[src/rtl/weighted_round_robin_server_pick_macros.svh]
// Assertion macros for the server pick block.
`ifndef WEIGHTED_ROUND_ROBIN_SERVER_PICK_MACROS_SVH
`define WEIGHTED_ROUND_ROBIN_SERVER_PICK_MACROS_SVH
// Implication checked on every clock edge outside reset.
`define WRR_ASSERT_IMP(label, clk, rst_n, a, c) \
	label: assert property (@(posedge clk) disable iff (!rst_n) (a) |-> (c)) \
		else $error("assertion failed");
// Implication checked in the cycle after the antecedent.
`define WRR_ASSERT_NEXT(label, clk, rst_n, a, c) \
	label: assert property (@(posedge clk) disable iff (!rst_n) (a) |=> (c)) \
		else $error("assertion failed");
`endif

[src/rtl/wrr_pkg.sv]
// Shared types and codes for the server pick block.
`timescale 1ns / 1ps
`default_nettype none
package wrr_pkg;
	localparam logic [1:0] OP_ADD  = 2'd0;
	localparam logic [1:0] OP_BAD  = 2'd1;
	localparam logic [1:0] OP_PICK = 2'd2;

	localparam logic [1:0] CLS_NORMAL = 2'd0;
	localparam logic [1:0] CLS_ALWAYS = 2'd1;
	localparam logic [1:0] CLS_LAST   = 2'd2;
	localparam logic [1:0] CLS_BAD    = 2'd3;

	localparam logic [1:0] ST_OK    = 2'd0;
	localparam logic [1:0] ST_FULL  = 2'd1;
	localparam logic [1:0] ST_NONE  = 2'd2;

	typedef enum logic [2:0] {
		S_IDLE,
		S_SCAN,
		S_DECIDE,
		S_REFILL,
		S_PSCAN,
		S_DONE
	} state_t;

	// controller to datapath
	typedef struct packed {
		logic load;      // capture input word, clear scan results
		logic scan_clr;  // restart index at zero (match / class scan, refill sweep)
		logic scan_step; // examine current index, advance
		logic refill_step; // reload credit at current index
		logic pscan_clr; // start credit scan at position
		logic pscan_step;
		logic commit;    // apply op effects and form result
	} cmd_t;

	// datapath to controller
	typedef struct packed {
		logic scan_last;  // current index is last slot
		logic pscan_last; // pick scan is at the last slot of its sweep
		logic pscan_hit;  // pick scan found a credited server
		logic need_refill;
		logic is_pick;
		logic no_usable;
		logic has_always;
	} sts_t;
endpackage
`default_nettype wire

[src/rtl/wrr_ctrl.sv]
// Sequencer for add, mark-bad and pick operations.
`timescale 1ns / 1ps
`default_nettype none
module wrr_ctrl (
	input  wire            clk,
	input  wire            arst_n,
	input  wire            in_valid,
	output logic           in_stall,
	output logic           out_valid,
	input  wire            out_stall,
	input  wrr_pkg::sts_t  sts,
	output wrr_pkg::cmd_t  cmd
);
	wrr_pkg::state_t state_q, state_d;

	// state register
	always_ff @(posedge clk or negedge arst_n) begin
		if (!arst_n) begin
			state_q <= wrr_pkg::S_IDLE;
		end else begin
			state_q <= state_d;
		end
	end

	// next state
	always_comb begin
		state_d = state_q;
		unique case (state_q)
			wrr_pkg::S_IDLE: begin
				if (in_valid) state_d = wrr_pkg::S_SCAN;
			end
			wrr_pkg::S_SCAN: begin
				if (sts.scan_last) state_d = wrr_pkg::S_DECIDE;
			end
			wrr_pkg::S_DECIDE: begin
				if (!sts.is_pick || sts.no_usable || sts.has_always)
					state_d = wrr_pkg::S_DONE;
				else if (sts.need_refill)
					state_d = wrr_pkg::S_REFILL;
				else
					state_d = wrr_pkg::S_PSCAN;
			end
			wrr_pkg::S_REFILL: begin
				if (sts.scan_last) state_d = wrr_pkg::S_PSCAN;
			end
			wrr_pkg::S_PSCAN: begin
				if (sts.pscan_hit || sts.pscan_last) state_d = wrr_pkg::S_DONE;
			end
			wrr_pkg::S_DONE: begin
				if (!out_stall) state_d = wrr_pkg::S_IDLE;
			end
			default: state_d = wrr_pkg::S_IDLE;
		endcase
	end

	// outputs
	always_comb begin
		cmd = '0;
		in_stall = 1'b1;
		out_valid = 1'b0;
		unique case (state_q)
			wrr_pkg::S_IDLE: begin
				in_stall = 1'b0;
				cmd.load = in_valid;
				cmd.scan_clr = in_valid;
			end
			wrr_pkg::S_SCAN: cmd.scan_step = 1'b1;
			wrr_pkg::S_DECIDE: begin
				cmd.scan_clr = 1'b1;
				cmd.pscan_clr = !sts.need_refill;
				cmd.commit = !sts.is_pick || sts.no_usable || sts.has_always;
			end
			wrr_pkg::S_REFILL: begin
				cmd.refill_step = 1'b1;
				cmd.pscan_clr = sts.scan_last;
			end
			wrr_pkg::S_PSCAN: begin
				cmd.pscan_step = 1'b1;
				cmd.commit = sts.pscan_hit || sts.pscan_last;
			end
			wrr_pkg::S_DONE: out_valid = 1'b1;
			default: ;
		endcase
	end
endmodule
`default_nettype wire

[src/rtl/wrr_dp.sv]
// Server table, scan index, credit logic and result registers.
`timescale 1ns / 1ps
`default_nettype none
module wrr_dp #(
	parameter int MAX_SERVERS = 16,
	parameter int WEIGHT_BITS = 8
) (
	input  wire                clk,
	input  wire                arst_n,
	input  wrr_pkg::cmd_t      cmd,
	output wrr_pkg::sts_t      sts,
	input  wire  [1:0]         op,
	input  wire  [31:0]        ip_addr,
	input  wire  [15:0]        port,
	input  wire  [1:0]         weight_kind,
	input  wire  [7:0]         weight,
	output logic [1:0]         status,
	output logic [3:0]         sel_index,
	output logic [31:0]        sel_ip,
	output logic [15:0]        sel_port,
	output logic [4:0]         usable_count,
	output logic [4:0]         bad_count
);
	localparam int IW = (MAX_SERVERS > 1) ? $clog2(MAX_SERVERS) : 1;
	localparam int CW = $clog2(MAX_SERVERS + 1);
	localparam logic [WEIGHT_BITS-1:0] WMAX = {WEIGHT_BITS{1'b1}};
	localparam logic [IW-1:0] LAST_IDX = IW'(MAX_SERVERS - 1);

	// table
	logic [31:0]            addr_q   [MAX_SERVERS];
	logic [15:0]            port_q   [MAX_SERVERS];
	logic [1:0]             cls_q    [MAX_SERVERS];
	logic [WEIGHT_BITS-1:0] wgt_q    [MAX_SERVERS];
	logic [WEIGHT_BITS-1:0] cred_q   [MAX_SERVERS];
	logic [MAX_SERVERS-1:0] valid_q, usable_q;
	logic [IW-1:0]          pos_q;
	logic                   round_q;
	logic [CW-1:0]          total_q, usable_n_q;

	// captured word and scan results
	logic [1:0]             op_q, kind_q;
	logic [31:0]            ip_q;
	logic [15:0]            port_in_q;
	logic [WEIGHT_BITS-1:0] w_q;
	logic [IW-1:0]          idx_q, pcnt_q;
	logic                   match_q, always_q, credit_q;
	logic [IW-1:0]          match_idx_q, always_idx_q, last_idx_q;
	logic                   last_q;

	logic [WEIGHT_BITS-1:0] w_sat;
	always_comb begin
		if (WEIGHT_BITS >= 8) w_sat = WEIGHT_BITS'(weight);
		else if (weight > 8'(WMAX)) w_sat = WMAX;
		else w_sat = weight[WEIGHT_BITS-1:0];
	end

	// per-index views
	logic is_usable, is_normal_cred, hit;
	assign is_usable = usable_q[idx_q];
	assign is_normal_cred = usable_q[idx_q] && cls_q[idx_q] == wrr_pkg::CLS_NORMAL
		&& cred_q[idx_q] != '0;
	assign hit = valid_q[idx_q] && addr_q[idx_q] == ip_q && port_q[idx_q] == port_in_q;

	// pick scan index: position plus count, wrapping
	logic [IW:0]   psum;
	logic [IW-1:0] pidx;
	always_comb begin
		psum = {1'b0, pos_q} + {1'b0, pcnt_q};
		if (psum >= (IW+1)'(MAX_SERVERS)) psum = psum - (IW+1)'(MAX_SERVERS);
		pidx = psum[IW-1:0];
	end
	logic p_ok;
	assign p_ok = usable_q[pidx] && cls_q[pidx] == wrr_pkg::CLS_NORMAL && cred_q[pidx] != '0;

	// credits left after spending one at pidx: any other credited slot, or pidx keeps some
	logic [WEIGHT_BITS-1:0] cred_dec;
	assign cred_dec = cred_q[pidx] - 1'b1;

	// any normal credited server other than pidx (small OR over flags)
	logic others_cred;
	always_comb begin
		others_cred = 1'b0;
		for (int i = 0; i < MAX_SERVERS; i++)
			if (IW'(i) != pidx && usable_q[i] && cls_q[i] == wrr_pkg::CLS_NORMAL
				&& cred_q[i] != '0) others_cred = 1'b1;
	end

	assign sts.scan_last   = idx_q == LAST_IDX;
	assign sts.pscan_last  = pcnt_q == LAST_IDX;
	assign sts.pscan_hit   = p_ok;
	assign sts.need_refill = round_q || !credit_q;
	assign sts.is_pick     = op_q == wrr_pkg::OP_PICK;
	assign sts.no_usable   = usable_n_q == '0;
	assign sts.has_always  = always_q;

	logic [WEIGHT_BITS:0] wsum, csum;
	assign wsum = {1'b0, wgt_q[match_idx_q]} + {1'b0, w_q};
	assign csum = {1'b0, cred_q[match_idx_q]} + {1'b0, w_q};

	// control state
	always_ff @(posedge clk or negedge arst_n) begin
		if (!arst_n) begin
			valid_q <= '0;
			usable_q <= '0;
			pos_q <= '0;
			round_q <= 1'b1;
			total_q <= '0;
			usable_n_q <= '0;
			idx_q <= '0;
			pcnt_q <= '0;
			match_q <= 1'b0;
			always_q <= 1'b0;
			credit_q <= 1'b0;
			last_q <= 1'b0;
		end else begin
			if (cmd.load) begin
				match_q <= 1'b0;
				always_q <= 1'b0;
				credit_q <= 1'b0;
				last_q <= 1'b0;
			end
			if (cmd.scan_clr) idx_q <= '0;
			if (cmd.scan_step) begin
				if (hit && !match_q) match_q <= 1'b1;
				if (is_usable && cls_q[idx_q] == wrr_pkg::CLS_ALWAYS && !always_q)
					always_q <= 1'b1;
				if (is_usable && cls_q[idx_q] == wrr_pkg::CLS_LAST && !last_q)
					last_q <= 1'b1;
				if (is_normal_cred) credit_q <= 1'b1;
				idx_q <= idx_q + 1'b1;
			end
			if (cmd.refill_step) begin
				idx_q <= idx_q + 1'b1;
				if (sts.scan_last) begin
					pos_q <= '0;
					round_q <= 1'b0;
				end
			end
			if (cmd.pscan_clr) pcnt_q <= '0;
			if (cmd.pscan_step && !p_ok) pcnt_q <= pcnt_q + 1'b1;
			// commit
			if (cmd.commit) begin
				unique case (op_q)
					wrr_pkg::OP_ADD: begin
						if (total_q < CW'(MAX_SERVERS) && !match_q) begin
							valid_q[total_q[IW-1:0]] <= 1'b1;
							usable_q[total_q[IW-1:0]] <= kind_q != wrr_pkg::CLS_BAD;
							total_q <= total_q + 1'b1;
							if (kind_q != wrr_pkg::CLS_BAD) usable_n_q <= usable_n_q + 1'b1;
						end
					end
					wrr_pkg::OP_BAD: begin
						if (match_q && usable_q[match_idx_q]) begin
							usable_q[match_idx_q] <= 1'b0;
							usable_n_q <= usable_n_q - 1'b1;
						end
					end
					wrr_pkg::OP_PICK: begin
						if (p_ok && cmd.pscan_step) begin
							pos_q <= (cred_dec != '0) ? pidx
								: ((pidx == LAST_IDX) ? '0 : pidx + 1'b1);
							if (cred_dec == '0 && !others_cred) round_q <= 1'b1;
						end
					end
					default: ;
				endcase
			end
		end
	end

	// captured word, match slot indexes
	always_ff @(posedge clk) begin
		if (cmd.load) begin
			op_q <= op;
			ip_q <= ip_addr;
			port_in_q <= port;
			kind_q <= weight_kind;
			w_q <= w_sat;
		end
		if (cmd.scan_step) begin
			if (hit && !match_q) match_idx_q <= idx_q;
			if (is_usable && cls_q[idx_q] == wrr_pkg::CLS_ALWAYS && !always_q)
				always_idx_q <= idx_q;
			if (is_usable && cls_q[idx_q] == wrr_pkg::CLS_LAST && !last_q)
				last_idx_q <= idx_q;
		end
	end

	// table payload
	always_ff @(posedge clk) begin
		if (cmd.refill_step && usable_q[idx_q]) cred_q[idx_q] <= wgt_q[idx_q];
		if (cmd.commit) begin
			unique case (op_q)
				wrr_pkg::OP_ADD: begin
					if (total_q < CW'(MAX_SERVERS)) begin
						if (!match_q) begin
							addr_q[total_q[IW-1:0]] <= ip_q;
							port_q[total_q[IW-1:0]] <= port_in_q;
							cls_q[total_q[IW-1:0]] <= kind_q;
							wgt_q[total_q[IW-1:0]] <= w_q;
							cred_q[total_q[IW-1:0]] <= w_q;
						end else if (usable_q[match_idx_q] && kind_q != wrr_pkg::CLS_BAD) begin
							if (cls_q[match_idx_q] == wrr_pkg::CLS_LAST
								|| kind_q == wrr_pkg::CLS_LAST)
								cls_q[match_idx_q] <= wrr_pkg::CLS_LAST;
							else if (cls_q[match_idx_q] == wrr_pkg::CLS_ALWAYS
								|| kind_q == wrr_pkg::CLS_ALWAYS)
								cls_q[match_idx_q] <= wrr_pkg::CLS_ALWAYS;
							else begin
								wgt_q[match_idx_q] <= wsum[WEIGHT_BITS] ? WMAX
									: wsum[WEIGHT_BITS-1:0];
								cred_q[match_idx_q] <= csum[WEIGHT_BITS] ? WMAX
									: csum[WEIGHT_BITS-1:0];
							end
						end
					end
				end
				wrr_pkg::OP_BAD: begin
					if (match_q && usable_q[match_idx_q]) cls_q[match_idx_q] <= wrr_pkg::CLS_BAD;
				end
				wrr_pkg::OP_PICK: begin
					if (p_ok && cmd.pscan_step) cred_q[pidx] <= cred_dec;
				end
				default: ;
			endcase
		end
	end

	// result word
	logic [CW-1:0] un_next;
	always_comb begin
		un_next = usable_n_q;
		if (op_q == wrr_pkg::OP_ADD && total_q < CW'(MAX_SERVERS) && !match_q
			&& kind_q != wrr_pkg::CLS_BAD) un_next = usable_n_q + 1'b1;
		if (op_q == wrr_pkg::OP_BAD && match_q && usable_q[match_idx_q])
			un_next = usable_n_q - 1'b1;
	end
	logic [CW-1:0] tot_next;
	assign tot_next = (op_q == wrr_pkg::OP_ADD && total_q < CW'(MAX_SERVERS) && !match_q)
		? total_q + 1'b1 : total_q;

	always_ff @(posedge clk) begin
		if (cmd.commit) begin
			status <= wrr_pkg::ST_OK;
			sel_index <= '0;
			sel_ip <= '0;
			sel_port <= '0;
			usable_count <= 5'(un_next);
			bad_count <= 5'(tot_next - un_next);
			if (op_q == wrr_pkg::OP_ADD && total_q >= CW'(MAX_SERVERS)) status <= wrr_pkg::ST_FULL;
			if (op_q == wrr_pkg::OP_PICK) begin
				if (usable_n_q == '0) status <= wrr_pkg::ST_NONE;
				else if (always_q) begin
					sel_index <= 4'(always_idx_q);
					sel_ip <= addr_q[always_idx_q];
					sel_port <= port_q[always_idx_q];
				end else if (cmd.pscan_step && p_ok) begin
					sel_index <= 4'(pidx);
					sel_ip <= addr_q[pidx];
					sel_port <= port_q[pidx];
				end else if (usable_n_q == CW'(1) && last_q) begin
					sel_index <= 4'(last_idx_q);
					sel_ip <= addr_q[last_idx_q];
					sel_port <= port_q[last_idx_q];
				end else status <= wrr_pkg::ST_NONE;
			end
		end
	end
endmodule
`default_nettype wire

[src/rtl/weighted_round_robin_server_pick.sv]
// Top level of the weighted round-robin server pick block.
// Usage:
//  - Input channel (in_valid/in_stall) takes one word: op, ip_addr, port,
//    weight_kind, weight. Output channel (out_valid/out_stall) gives one
//    result word per input word: status, selection and counts.
//  - One word is handled at a time. Each word runs a table scan over all
//    MAX_SERVERS slots (match, always-use, last-resort, credit flags),
//    then a decide step, and for a pick with usable servers and no
//    always-use server an optional refill sweep over all slots plus a
//    credit scan of up to MAX_SERVERS slots from the saved position.
//  - The result shows once the scan and decide steps end for add and
//    mark-bad, and after the credit scan for a pick that runs it; a new
//    word is taken the cycle after the result is taken.
//  - Reset empties the table and forces a refill on the first pick.
//  - While the receiver stalls, the result holds and no input is taken.
`timescale 1ns / 1ps
`default_nettype none
`include "weighted_round_robin_server_pick_macros.svh"
module weighted_round_robin_server_pick #(
	parameter int MAX_SERVERS = 16,
	parameter int WEIGHT_BITS = 8
) (
	input  wire         clk,
	input  wire         arst_n,
	input  wire         in_valid,
	output logic        in_stall,
	input  wire  [1:0]  op,
	input  wire  [31:0] ip_addr,
	input  wire  [15:0] port,
	input  wire  [1:0]  weight_kind,
	input  wire  [7:0]  weight,
	output logic        out_valid,
	input  wire         out_stall,
	output logic [1:0]  status,
	output logic [3:0]  sel_index,
	output logic [31:0] sel_ip,
	output logic [15:0] sel_port,
	output logic [4:0]  usable_count,
	output logic [4:0]  bad_count
);
	wrr_pkg::cmd_t cmd;
	wrr_pkg::sts_t sts;

	wrr_ctrl u_ctrl (
		.clk(clk), .arst_n(arst_n), .in_valid(in_valid), .in_stall(in_stall),
		.out_valid(out_valid), .out_stall(out_stall), .sts(sts), .cmd(cmd)
	);

	wrr_dp #(.MAX_SERVERS(MAX_SERVERS), .WEIGHT_BITS(WEIGHT_BITS)) u_dp (
		.clk(clk), .arst_n(arst_n), .cmd(cmd), .sts(sts),
		.op(op), .ip_addr(ip_addr), .port(port), .weight_kind(weight_kind),
		.weight(weight), .status(status), .sel_index(sel_index), .sel_ip(sel_ip),
		.sel_port(sel_port), .usable_count(usable_count), .bad_count(bad_count)
	);

	// no word taken while a result waits
	`WRR_ASSERT_IMP(a_no_accept_busy, clk, arst_n, out_valid, in_stall)
	// a commit is followed by a shown result
	`WRR_ASSERT_NEXT(a_commit_out, clk, arst_n, cmd.commit, out_valid)
	// a stalled result holds its status
	`WRR_ASSERT_NEXT(a_hold, clk, arst_n, out_valid && out_stall, $stable(status))
endmodule
`default_nettype wire
[config.mk]
export PLATFORM = sky130hd
export DESIGN_NAME = weighted_round_robin_server_pick
export DESIGN_NICKNAME = d
export VERILOG_FILES = /design/src/rtl/wrr_pkg.sv /design/src/rtl/wrr_ctrl.sv /design/src/rtl/wrr_dp.sv /design/src/rtl/weighted_round_robin_server_pick.sv
export VERILOG_INCLUDE_DIRS = /design/src /design/src/rtl
export SDC_FILE = /design/constraint.sdc
export NUM_CORES = 2
export LEC_CHECK = 0
export BUFFER_PORTS_ARGS = -buffer_cell sky130_fd_sc_hd__clkbuf_2
export CELL_PAD_IN_SITES_DETAIL_PLACEMENT = 0
export CELL_PAD_IN_SITES_GLOBAL_PLACEMENT = 1
export CORE_ASPECT_RATIO = 0.9
export CORE_MARGIN = 3
export CORE_UTILIZATION = 48
export DETAILED_ROUTE_END_ITERATION = 6
export GPL_ROUTABILITY_DRIVEN = 0
export PLACE_DENSITY = 0.72
export SLEW_MARGIN = 15
export SYNTH_ARGS = -nofsm -noshare
export SYNTH_HDL_FRONTEND = slang
export SYNTH_SLANG_ARGS = --single-unit
[constraint.sdc]
create_clock -name clk -period 12.9 [get_ports clk]
set_input_delay 2.58 -clock clk [delete_from_list [all_inputs] [get_ports clk]]
set_output_delay 2.58 -clock clk [all_outputs]
set_load 0.01 [all_outputs]
== After elaboration in Yosys (flattened, before gate mapping) ==
Memories as Yosys holds them, arrays and structs flattened. A register that Yosys moved wholly into a read port is not among the register bits.
Cells that the tools add are included.
W data, S select, Z words.
Word-level totals
  bits in registers: 198
  bits in latches: 0
  RAM bits: 1056
  ROM bits: 0
  word-level logic and storage cells: 415
  memories: 5
Memory list
  u_dp.addr_q: depth 16, bits a word 32, rd ports 4, clocked after Yosys merged registers in 2, wr ports 1, line wrr_dp.sv:30  | logic [31:0] addr_q [MAX_SERVERS];
  u_dp.port_q: depth 16, bits a word 16, rd ports 4, clocked after Yosys merged registers in 2, wr ports 1, line wrr_dp.sv:31  | logic [15:0] port_q [MAX_SERVERS];
  u_dp.cred_q: depth 16, bits a word 8, rd ports 19, clocked after Yosys merged registers in 1, wr ports 1, line wrr_dp.sv:34  | logic [WEIGHT_BITS-1:0] cred_q [MAX_SERVERS];
  u_dp.wgt_q: depth 16, bits a word 8, rd ports 2, clocked after Yosys merged registers in 1, wr ports 1, line wrr_dp.sv:33  | logic [WEIGHT_BITS-1:0] wgt_q [MAX_SERVERS];
  u_dp.cls_q: depth 16, bits a word 2, rd ports 19, clocked after Yosys merged registers in 1, wr ports 1, line wrr_dp.sv:32  | logic [1:0] cls_q [MAX_SERVERS];
Cells by class
  equality and inequality tests: 43
  $mul: 0
  add/sub/neg operators: 12
  div/mod/pow operators: 0
  reductions and logical operators: 147
  mux-type cells: 166
  $lt $le $gt $ge: 9
  bitwise logic cells: 6
  shift-type cells: 0
Operator list (count)
  $reduce_bool A8 Y1: 19
  $mux W4: 28
  $mux W32: 3
  $mux W1: 90
  $mux W16: 5
  $logic_and A1 B1 Y1: 75
  $mux W8: 6
  $logic_not A2 Y1: 19
  $eq A32 B32 Y1: 1
  $ne A4 B4 Y1 const A: 8
  $pmux W16 S2: 1
  $reduce_or A8 Y1: 4
  $mux W5: 6
  $mux W3: 7
  $lt A4 B5 Y1 const B: 4
  $add A8 B8 Y9: 2
  $pmux W3 S6: 1
  $and A16 B16 Y16: 1
  $bmux W1 S4: 4
  $bwmux W16: 1
  $eq A16 B16 Y1: 1
  $mux W2: 8
  $ne A3 B4 Y1 const A: 4
  $not A16 Y16: 1
  40 further kinds: 84

== Longest topological paths before layout ==
  depth in word-level cells: 29
  mapped depth: 20
  gate-level depth less buffers: 15

== Cells and area by module ==
A second synthesis with hierarchy kept.
Second synthesis, totals
  cell total of the unflattened synthesis: 4433
  area total of the unflattened synthesis: 74780.5 µm²
Modules (own cells, without submodules)
  wrr_dp: area an instance 74460.2 µm², cells an instance 4389, instances 1, sequential area each 37512.2 µm²
  wrr_ctrl: area an instance 320.3 µm², cells an instance 44, instances 1, sequential area each 75.1 µm²

== Least setup slack after synthesis ==
OpenSTA, ideal clock, no wires.
  kind: register to register
  start: reg u_dp.pcnt_q[0]
  end: mem u_dp.cred_q[0][5], data pin
  arrival time: 6.323 ns
  slack: 6.247 ns
  library setup time: 0.330 ns
  data required time: 12.570 ns
  cell stages (with the launch flop): 19
  period minus slack after synthesis: 6.653 ns
  cells stage by stage: dfrtp_1 ha_1 fa_1 clkbuf_1 clkbuf_1 mux4_2 mux2i_1 mux2i_1 inv_1 ha_1 nand2_1 nor3_1 o21a_1 a21oi_1 clkbuf_1 nor2_1 a211oi_1 o21ai_0 o21ai_0
RTL lines
  start: declaration: line wrr_dp.sv:45  | logic [IW-1:0] idx_q, pcnt_q;
  start signal: assignment: line wrr_dp.sv:140  | if (cmd.pscan_step && !p_ok) pcnt_q <= pcnt_q + 1'b1;
  end: declaration: line wrr_dp.sv:34

== Final worst setup path ==
  start: reg u_dp.pcnt_q[0]
  end: mem u_dp.addr_q[0][10], enable pin
Between the ends
  word-level cells in the longest chain between the ends: 11
  elaborated cells on any way between the ends: 17
  classes of those cells: 2 x add/sub; 1 x order compare; 1 x eq/ne; 6 x mux; 5 x reduce/logical; 2 x memory
RTL lines
  $add A4 B4 Y5: line wrr_dp.sv:68  | psum = {1'b0, pos_q} + {1'b0, pcnt_q};
  $sub A4 B1 Y4 or $ge A5 B5 Y1 (tied branches): line wrr_dp.sv:69  | if (psum >= (IW+1)'(MAX_SERVERS)) psum = psum - (IW+1)'(MAX_SERVERS);
  $mux W4: line wrr_dp.sv:69
  $mem_v2 Z16 W2 or $bmux W1 S4 (tied branches)
  $logic_not A2 Y1 or $mux W1 (tied branches): line wrr_dp.sv:73  | assign p_ok = usable_q[pidx] && cls_q[pidx] == wrr_pkg::CLS_NORMAL && cred_q[pidx] != '0;
  $logic_and A1 B1 Y1 (2 in series): line wrr_dp.sv:73
  $logic_or A1 B1 Y1 (*): line wrr_ctrl.sv:79  | cmd.commit = sts.pscan_hit || sts.pscan_last;
  $pmux W1 S2 (*): line wrr_ctrl.sv:61  | unique case (state_q)
  $mux W1 (*): line wrr_dp.sv:192  | if (cmd.commit) begin
  $mux W1 (not written as such) (*): line wrr_dp.sv:197  | addr_q[total_q[IW-1:0]] <= ip_q;
  end: declaration: line wrr_dp.sv:30
Mark *: on every way between the ends. The rest lies on a longest branch, timed or not. The select of a mux whose other input is x is not followed.

==> qor.log <==
INFO  floorplan      die_area=154700squm
INFO  synthesis      synth_async_sr_flop_share=0.04897
INFO  final_layout   finish.instance_area=79480squm
INFO  hold_path      hold_depth=1
INFO  worst_setup_path critical_path_arrival=6.99ns
INFO  global_route   gr_overflow_total=0
INFO  detailed_routing antenna_left=0
INFO  global_route   wire_length_of_the_first_global_routing_pass=330.1mm
INFO  floorplan      fp.dieH=373.4um
INFO  final_layout   total_of_fill_cells_in_the_finished_design=11650
INFO  clock_network  h-tree-depth=4
INFO  synthesis      netlist_area=72000squm
INFO  clock_network  cts_tree=built
INFO  floorplan      starting_density=0.4841
INFO  synthesis      synth_cell_types=69
INFO  final_layout   final_net_count=4249
INFO  synthesis      post_synth_most_frequent_cells=1192 x edfxtp_1, 1088 x mux4_2, 304 x nand2_1
INFO  synthesis      synth-main-ff-cell=edfxtp_1
INFO  timing         post-route-period-util=0.5100
INFO  final_layout   drive_gt1_frac=0.3776
INFO  detailed_routing initialDrtViolationCount=7214
INFO  worst_setup_path cp_max_fo=56
INFO  clock_network  post_cts_resize_count=0
INFO  worst_setup_path worstSetupStartpointType=flop
INFO  synthesis      synth.net_count=4239
INFO  clock_network  clk_pin_slew=0.06ns
INFO  floorplan      die-width=414.2um
INFO  timing         fmaxAchievable=152.0MHz
INFO  timing         report.final.hold_viol_count=0
INFO  detailed_routing detail_route.first_pass.iterations=6
INFO  power          peakVddDrop=0.1689mV
INFO  synthesis      synth_area_leaders=edfxtp_1 50%, mux4_2 34%, dfrtp_1 2.1%
INFO  timing         unrepaired_setup_endpoints_after_global_routing=no
INFO  clock_network  post_cts_hold_buffer_count=0
INFO  clock_network  worstSkewPairLatency=0.80ns
INFO  run            cap_viol_max_count=0
INFO  synthesis      synth_largest_area_cell=edfxtp_1
INFO  worst_setup_path worst_ep_required_time=13.31ns
INFO  synthesis      post_synth.cell_area_avg=17.43squm
INFO  power          total_leakage_power=24.93nW
INFO  place          dpl.hpwl=133.1mm
INFO  timing         finalSetupViolations=0
INFO  detailed_routing routed_via_density=7.369
INFO  timing         finalClockSkew=0.03765ns
INFO  worst_setup_path critPathKind=flop to flop
INFO  power          power_density=165.3nW/um^2
INFO  status         status=finished, final reports clean
INFO  clock_network  ctsRootBufferMaster=clkbuf_16
INFO  global_route   grt_total_usage=0.2974
INFO  floorplan      placement_rows=134
INFO  synthesis      synth_edf_count=1192
INFO  worst_setup_path ff2ff_path_depth=12
INFO  final_layout   layout-area-overhead-vs-synth=10.39%
INFO  clock_network  total_cts_buffers=139
INFO  timing         report.final.slew_viol_count=0
INFO  synthesis      synth_largest_type_area_fraction=0.4972
INFO  floorplan      floorplan.core_area=148700squm
INFO  power          finalPower=13.13mW
INFO  clock_network  clkSinkCount=1266
INFO  floorplan      num_io_pins=130
INFO  hold_path      timing.hold.worst.class=flop to flop
INFO  timing         totalNegativeSetupSlack=0ns
INFO  place          dpl-instance-area=74730squm
INFO  synthesis      yosysWarnings=0
INFO  clock_network  cts.repair_timing.setup_buffer_count=0
INFO  global_route   grt_pass1_vias=44690
INFO  timing         relative_slew_margins=0.1980
INFO  global_route   antenna_found_initial=3
INFO  worst_setup_path critPathCaptureType=flop
INFO  place          placement.io_buffers=129
INFO  timing         post_route_minimum_period=6.579ns
INFO  detailed_routing totalWireLength=230.5mm
INFO  synthesis      post_synth_inst_count=4131
INFO  global_route   largest_net_degree_at_the_start_of_global_routing=103
INFO  synthesis      post-synth-top-count-cell=edfxtp_1
INFO  timing         timing_worst_slew_pin_value=1.199ns
INFO  detailed_routing detail_route.drc_violations=0
INFO  synthesis      synth-seq-area-share=0.5221
INFO  detailed_routing vias=45890
INFO  synthesis      yosys_register_bits=1266
INFO  detailed_routing detail_route.wl_per_cell=37.02um
INFO  clock_network  cts_max_path_buffers=3
==> worst max-delay path: stages, from the launching register on <==
cell and delay, ns:
dfrtp_1 0.44, ha_4 0.19, fa_4 1.14, buf_4 0.90, mux4_2 0.38, mux2i_1 0.11, nand2_1 0.12, nor3_1 0.06
o21a_1 0.35, a211o_2 0.37, buf_4 0.28, nor2_4 1.01, buf_4 0.71
==> final timing paths <==
check                      slack, ns       startpoint                 end
max                             6.32   u_dp.pcnt_q[0]  u_dp.addr_q[0][10]
min                             0.47  u_dp.valid_q[6]     u_dp.valid_q[6]
max reg2reg                     6.32   u_dp.pcnt_q[0]  u_dp.addr_q[0][10]
min reg2reg                     0.47  u_dp.valid_q[6]     u_dp.valid_q[6]
max in group asynchronous      10.10           arst_n       u_dp.idx_q[3]
min in group asynchronous       2.01           arst_n  u_dp.usable_n_q[4]
==> layout by cell type (no fill, tap or decap), types with 15 or more instances in the layout <==
| cell | count |
|---|---|
| clkbuf_16 | 141 |
| nor3_1 | 77 |
| or2_2 | 19 |
| mux4_2 | 1088 |
| a311oi_1 | 99 |
| nand3_1 | 42 |
| o21ai_0 | 75 |
| nand4_1 | 29 |
| edfxtp_1 | 1192 |
| nor4_1 | 38 |
| xnor2_1 | 74 |
| nor2_4 | 17 |
| nand2_1 | 304 |
| clkinv_1 | 26 |
| buf_4 | 92 |
| ha_1 | 39 |
| and2_1 | 15 |
| clkinv_2 | 22 |
| clkbuf_1 | 25 |
| clkbuf_2 | 128 |
| inv_1 | 33 |
| dfrtp_1 | 56 |
| and3_1 | 58 |
| a21oi_1 | 58 |
| mux2i_1 | 60 |
| nor2_1 | 181 |
| bufinv_16 | 21 |
==> per-layer routing <==
metal  vias to the layer above  routed length (um)  track usage
li1                      17780                   -            -
met1                     24300               89010       0.4317
met2                      3294              104100       0.4399
met3                       511               28800      0.07484
met4                         4                8591       0.1079
met5                         -                  45     0.002157
==> flip-flops by register name, indices dropped and copies added (netlist names), 32 cells and up, named ones only <==
name and count:
u_dp.port_q 256, u_dp.ip_q 32, u_dp.sel_ip 32, u_dp.wgt_q 128, u_dp.cred_q 128, u_dp.cls_q 32
u_dp.addr_q 512
==> layout make-up <==
class                   instances  area (sq um)  area share
flip-flops and latches       1266         37640      0.4737
multi-input cells            2470         33060      0.4160
clock buffers                 167          3636     0.04575
well taps                    1972          2467     0.03105
repair buffers                227          1444     0.01817
clock inverters                86          1071     0.01348
inverters                      37         143.9    0.001810
diodes                          2         5.005  0.00006297
==> stage by stage <==
stage	hold slack, ns	util	setup slack (ns)	instances
floorplan	0.4337	-	6.247	4131
global placement	0.4464	0.5025	6.385	5970
detailed placement	0.4488	0.5025	6.376	5970
CTS	0.4630	0.5342	6.365	6223
global route	0.4710	0.5344	6.097	6225
finish	0.4693	0.5344	6.321	6227
==> where the power goes <==
| part | switching [mW] | internal (mW) |
|---|---|---|
| Sequential | 0.224 | 4.78 |
| Combinational | 2.23 | 1.77 |
| Clock | 1.70 | 2.45 |
==> cells by family (layout without fill, tap and decap cells) <==
kind of cell | Yosys count | in the layout | synth area share
buffers and inverters | 395 | 517 | 0.02176
DFF | 1266 | 1266 | 0.5221
adders and majority gates | 44 | 44 | 0.008064
xor gates and xnor gates | 88 | 88 | 0.01081
AOI/OAI and AO/OA | 326 | 326 | 0.03099
other | 0 | 2 | 0
muxes | 1161 | 1161 | 0.3507
and+or+nand+nor | 851 | 851 | 0.05559
No activity file was read; power rests on OpenSTA's default activity.
